==> config.mk <==
export PLATFORM = sky130hd
export DESIGN_NAME = sfpl_ctrl
export DESIGN_NICKNAME = d
export VERILOG_FILES = /design/src/rtl/sfpl_pkg.sv /design/src/rtl/sfpl_ctrl.sv
export SDC_FILE = /design/constraint.sdc
export NUM_CORES = 1
export LEC_CHECK = 0
export BUFFER_PORTS_ARGS = -buffer_cell sky130_fd_sc_hd__buf_4
export CAP_MARGIN = 20
export CORE_AREA = 2 2 39 41
export CTS_CLUSTER_DIAMETER = 120
export DETAILED_ROUTE_END_ITERATION = 8
export DIE_AREA = 0 0 41 43
export GPL_ROUTABILITY_DRIVEN = 0
export PLACE_DENSITY_LB_ADDON = 0.25
export SYNTH_ARGS = -nofsm -noshare
export SYNTH_HDL_FRONTEND = slang
export SYNTH_SLANG_ARGS = --single-unit
==> constraint.sdc <==
create_clock -name clock -period 1.7 [get_ports clock]
set_input_delay 0.085 -clock clock [delete_from_list [all_inputs] [get_ports clock]]
set_output_delay 0.085 -clock clock [all_outputs]
set_load 0.03 [all_outputs]
==> src/rtl/sfpl_pkg.sv <==
// ----------------------------------------------------------------------------
// Sorted free page list allocator: shared package
// Widths, codes and the command and status bundles between the controller
// and the datapath.
// ----------------------------------------------------------------------------
package sfpl_pkg;

   localparam int MAX_PAGES = 1024;
   localparam int PAGE_W    = 10;
   localparam int COUNT_W   = $clog2(MAX_PAGES) + 1;
   localparam int SUM_W     = COUNT_W + 1;

   localparam logic [COUNT_W-1:0] MAX_PAGES_CNT = COUNT_W'(MAX_PAGES);

   typedef enum logic [1:0] {
      CMD_ALLOC = 2'd0,
      CMD_FREE  = 2'd1,
      CMD_QUERY = 2'd2,
      CMD_NONE  = 2'd3
   } cmd_type;

   typedef enum logic [1:0] {
      STATUS_OK   = 2'd0,
      STATUS_FULL = 2'd1,
      STATUS_BAD  = 2'd2
   } status_type;

   typedef enum logic [3:0] {
      ST_IDLE,
      ST_DISPATCH,
      ST_ALLOC_RD,
      ST_ALLOC_WB,
      ST_WALK,
      ST_CHECK,
      ST_INS_NEW,
      ST_INS_LINK,
      ST_RESP
   } state_type;

   typedef struct packed {
      logic load;
      logic alloc_ext;
      logic pop_rd;
      logic pop_wb;
      logic walk_start;
      logic walk_step;
      logic set_query;
      logic set_bad;
      logic ins_new;
      logic ins_link;
      logic rsp_load;
   } ctrl_cmd_type;

   typedef struct packed {
      cmd_type cmd;
      logic    head_nz;
      logic    walk_done;
      logic    free_bad;
      logic    out_free;
   } dpath_sts_type;

endpackage

==> src/rtl/sfpl_ctrl.sv <==
// ----------------------------------------------------------------------------
// Sorted free page list allocator: controller
// Sequences allocate, list walk, insert and response for one request at a
// time.
// ----------------------------------------------------------------------------
module sfpl_ctrl (
   input  logic                   clock,
   input  logic                   reset,
   input  logic                   req_valid,
   output logic                   req_stall,
   input  sfpl_pkg::dpath_sts_type sts,
   output sfpl_pkg::ctrl_cmd_type  cmd
);

   sfpl_pkg::state_type state_ff, state_in;

   always_ff @(posedge clock) begin
      if (reset) begin
         state_ff <= sfpl_pkg::ST_IDLE;
      end else begin
         state_ff <= state_in;
      end
   end

   always_comb begin
      state_in  = state_ff;
      cmd       = '0;
      req_stall = 1'b1;
      case (state_ff)
         sfpl_pkg::ST_IDLE: begin
            req_stall = 1'b0;
            if (req_valid) begin
               cmd.load = 1'b1;
               state_in = sfpl_pkg::ST_DISPATCH;
            end
         end
         sfpl_pkg::ST_DISPATCH: begin
            case (sts.cmd)
               sfpl_pkg::CMD_ALLOC: begin
                  if (sts.head_nz) begin
                     state_in = sfpl_pkg::ST_ALLOC_RD;
                  end else begin
                     cmd.alloc_ext = 1'b1;
                     state_in      = sfpl_pkg::ST_RESP;
                  end
               end
               sfpl_pkg::CMD_FREE, sfpl_pkg::CMD_QUERY: begin
                  cmd.walk_start = 1'b1;
                  state_in       = sfpl_pkg::ST_WALK;
               end
               default: begin
                  state_in = sfpl_pkg::ST_RESP;
               end
            endcase
         end
         sfpl_pkg::ST_ALLOC_RD: begin
            cmd.pop_rd = 1'b1;
            state_in   = sfpl_pkg::ST_ALLOC_WB;
         end
         sfpl_pkg::ST_ALLOC_WB: begin
            cmd.pop_wb = 1'b1;
            state_in   = sfpl_pkg::ST_RESP;
         end
         sfpl_pkg::ST_WALK: begin
            cmd.walk_step = 1'b1;
            if (sts.walk_done) begin
               if (sts.cmd == sfpl_pkg::CMD_QUERY) begin
                  cmd.set_query = 1'b1;
                  state_in      = sfpl_pkg::ST_RESP;
               end else begin
                  state_in = sfpl_pkg::ST_CHECK;
               end
            end
         end
         sfpl_pkg::ST_CHECK: begin
            if (sts.free_bad) begin
               cmd.set_bad = 1'b1;
               state_in    = sfpl_pkg::ST_RESP;
            end else begin
               state_in = sfpl_pkg::ST_INS_NEW;
            end
         end
         sfpl_pkg::ST_INS_NEW: begin
            cmd.ins_new = 1'b1;
            state_in    = sfpl_pkg::ST_INS_LINK;
         end
         sfpl_pkg::ST_INS_LINK: begin
            cmd.ins_link = 1'b1;
            state_in     = sfpl_pkg::ST_RESP;
         end
         sfpl_pkg::ST_RESP: begin
            if (sts.out_free) begin
               cmd.rsp_load = 1'b1;
               state_in     = sfpl_pkg::ST_IDLE;
            end
         end
         default: begin
            state_in = sfpl_pkg::ST_IDLE;
         end
      endcase
   end

endmodule

======== Yosys cells after proc, flatten, opt, wreduce, memory -nomap -nowiden ========
Cells that the tools add are included.
word-level totals
  bits in registers ....................... 4
  input port bits ......................... 9
  output and inout port bits .............. 12
  word-level logic and storage cells ...... 46
operators by class
  equality and inequality tests ........... 13
  multiplexer cells ....................... 27
  reductions and logical operators ........ 5
operators with widths
  cell                  count
  $pmux W4 S8           1
  $mux W4               6
  $mux W1               18
  $eq A4 B3 Y1 const B  4
  $eq A4 B2 Y1 const B  2
  $pmux W4 S2           1
  $ne A2 B2 Y1 const B  3
  $eq A4 B1 Y1 const B  1
  $eq A4 B4 Y1 const B  1
  $logic_not A4 Y1      1
  $reduce_or A2 Y1      2
  $reduce_and A3 Y1     1
  $eq A2 B1 Y1 const B  1
  $eq A2 B2 Y1 const B  1
  $logic_not A2 Y1      1
  $mux W2               1

======== Logic depth before layout (Yosys ltp) ========
  word-level depth ........................ 4
  gate-level depth with buffers ........... 6
  gate-level depth less buffers ........... 6

======== Worst setup path before layout ========
Ideal clock, no wire load.
  path kind ............................... reg2out
  start point ............................. register state_ff[2]
  end point ............................... output cmd[4] in the netlist's numbering
  arrival time ............................ 1.786 ns
  data required time ...................... 1.615 ns
  setup slack ............................. -0.171 ns
  cell stages (with the launch flop) ...... 4
  buffers on the path ..................... 0
  cells stage by stage .................... dfxtp_1 > or2b_1 > nor3_1 > and3_1
RTL lines
  item                      RTL line         RTL
  start: declaration        sfpl_ctrl.sv:15  sfpl_pkg::state_type state_ff, state_in;
  start signal: assignment  sfpl_ctrl.sv:19  state_ff <= sfpl_pkg::ST_IDLE;
  start signal: assignment  sfpl_ctrl.sv:21  state_ff <= state_in;
  end: declaration          sfpl_ctrl.sv:12  output sfpl_pkg::ctrl_cmd_type cmd

==> results.toml <==
[clock_network]
hold_buffers = 0
cts_setup_buffers = 0
cts_buffers = 3
cts_tree = "yes"
cts_root_buf = "clkbuf_4"
cts_buffer_depth = 2
cts.sinks = 4
cts_htree_levels = 1
clkLatencyLatePin_ps = 230
ctsResizeCount = 1
cts.clk_slew.worst_paths_ps = 40

[global_routing]
antenna_found_initial = 0
grt_overflow = 0
grt_pass1_wl_um = 1660
grt_pass1_vias = 406
grt.total_usage_pct = 12.9
grt_max_degree = 16

[min_path]
holdCritStartpoint = "reset"
min_path_cells = 2
hp-class = "in2reg"

[layout]
largest_reg_flops = 4
largestRegisters = "state_ff: 4 flops"
area.growth.synth_to_final_pct = 40.6
regMostFlops = "state_ff"
final_area_um2 = 637
n_antenna_cell = 0
drive_gt1_share_pct = 40.2
fill_cells = 156
finalNetCount = 96
fin_cells = 98
fin_util_pct = 46.0

[logic_synthesis]
synth_top_cell_by_area = "dfxtp_1"
synthFlopType = "dfxtp_1"
ys_seq_area_share_pct = 17.7
yosys-top-cells-area = "dfxtp_1 18%, ha_1 8.3%, nor3_1 5.5%"
syn-instance-count = 61
synth_edf_count = 0
syn-num-nets = 73
synth_common_cells = "6 x nand2_1, 6 x nor2_1, 5 x nor3_1"
postSynthAreaPerCell_um2 = 7.43
async_flop_share_pct = 0
yosys.area.top_type_share_pct = 17.7
ys_warn_count = 0
synthDistinctLibCells = 28
synth.cell_area_um2 = 453
ys_ff_latch = 4

[timing]
rsz0062_at_grt = "false"
min_period_ps = 1610
hold_viol_final = 0
max_freq_mhz = 623
drv_slew = 0
max_slew.worst_pin.slew_ps = 493
max_slew_margin_pct = 67.1
hold_ws_ps = 30.9
finalCritPeriodShare_pct = 94.4
setup_viol = 0
fin_skew_ps = 5.74
setup_ws_ps = 94.7
setup_tns_ps = 0

[run_status]
status = "finished clean"

[floorplanning]
rows = 14
die_y_um = 43
die_x_um = 41
core_area_mm2 = 0.00138
initial_utilization_pct = 32.7
ios = 21
dieArea_mm2 = 0.00176

[power]
p_per_area_mw_per_mm2 = 1020
power.leakage_nw = 0.294
irDropWorstVdd_mv = 0.491
p_total_mw = 0.650

[setup_path]
end_kind = "output port"
reg2reg_from = "state_ff[1]$_SDFFE_PP0P_"
cp_max_fo = 8
cp.arrival_ps = 1520
start_kind = "register"
critical_path_class = "reg2out"
worstRegToRegCells = 4
crit_required_ps = 1620
crit_path_start = "state_ff[1]$_SDFFE_PP0P_"

[routing]
first_pass_iters = 2
vias_per_cell = 5.04
post_drt_wl_per_cell_um = 11.0
ant_nets = 0
first_iter_violations = 2
routed_wl_um = 1080
vias = 494
drc = 0

[placed_design]
pre_cts_ws_ps = 202
io_buffers = 20
hpwl_um = 858
dpl_cell_area_um2 = 613
dp_cells = 95

[flow_run]
maxCapViolCount = 0
[layer usage]
metal	GRT usage (%)	wire [um]
met5	0	0
met4	2.00	0
met3	3.14	55
met2	20.6	507
met1	17.0	514
[worst max-delay path, cell delays in order, from the launching register on]
cell and delay, ps:
dfxtp_1 380, buf_4 180, nor4b_2 350, nand2_1 120
nor2_1 100, buf_4 160
[final cells by class]
cell class,instances,area [um^2],area share (%)
clock buffer,3,22.5,3.54
inverter,5,18.8,2.95
multi-input combinational,47,322,50.5
sequential,4,81.3,12.8
tap,16,20.0,3.14
timing repair buffer,23,173,27.1
[power breakdown]
part / switching [mW] / internal, mW
registers: 0.0529 / 0.115
clock network: 0.0369 / 0.0788
logic: 0.201 / 0.165
[worst paths after layout]
check / slack, ps / to
worst max-delay path: 90 / cmd[9]
worst max register to register: 230 / state_ff[0]$_SDFFE_PP0P_
worst min register to register: 580 / state_ff[0]$_SDFFE_PP0P_
worst min-delay path: 30 / state_ff[2]$_SDFFE_PP0P_
[cells by family after synthesis]
family,count (synthesis),synth area share [%]
and+or+nand+nor,32,42.3
AOI/OAI and AO/OA,11,17.1
buffers and inverters,10,12.4
DFF,4,17.7
adders and majority gates,3,8.29
muxes,1,2.21
[placed cells by master (no fill, tap or decap)]
master | netlist | final
nor3_2 | 1 | 2
nor3_1 | 5 | 4
o2111ai_1 | 1 | 1
o31ai_1 | 1 | 1
or2b_1 | 1 | 1
dfxtp_1 | 4 | 3
a21oi_1 | 3 | 3
o21ai_0 | 2 | 2
and3_1 | 3 | 3
mux2i_1 | 1 | 1
a211o_1 | 2 | 2
nor4_2 | 1 | 1
nand4b_1 | 1 | 1
or4_4 | 1 | 1
o211a_1 | 1 | 1
dfxtp_2 | 0 | 1
inv_1 | 4 | 4
nor4_1 | 2 | 2
and2_1 | 1 | 1
buf_4 | 0 | 23
nand2_1 | 6 | 6
nor4b_2 | 1 | 1
ha_1 | 3 | 3
nand2b_1 | 2 | 2
nor2_1 | 6 | 6
inv_2 | 1 | 1
o32ai_1 | 1 | 1
or3_1 | 1 | 1
clkbuf_4 | 0 | 3
Power figures use the tool's default switching activity.
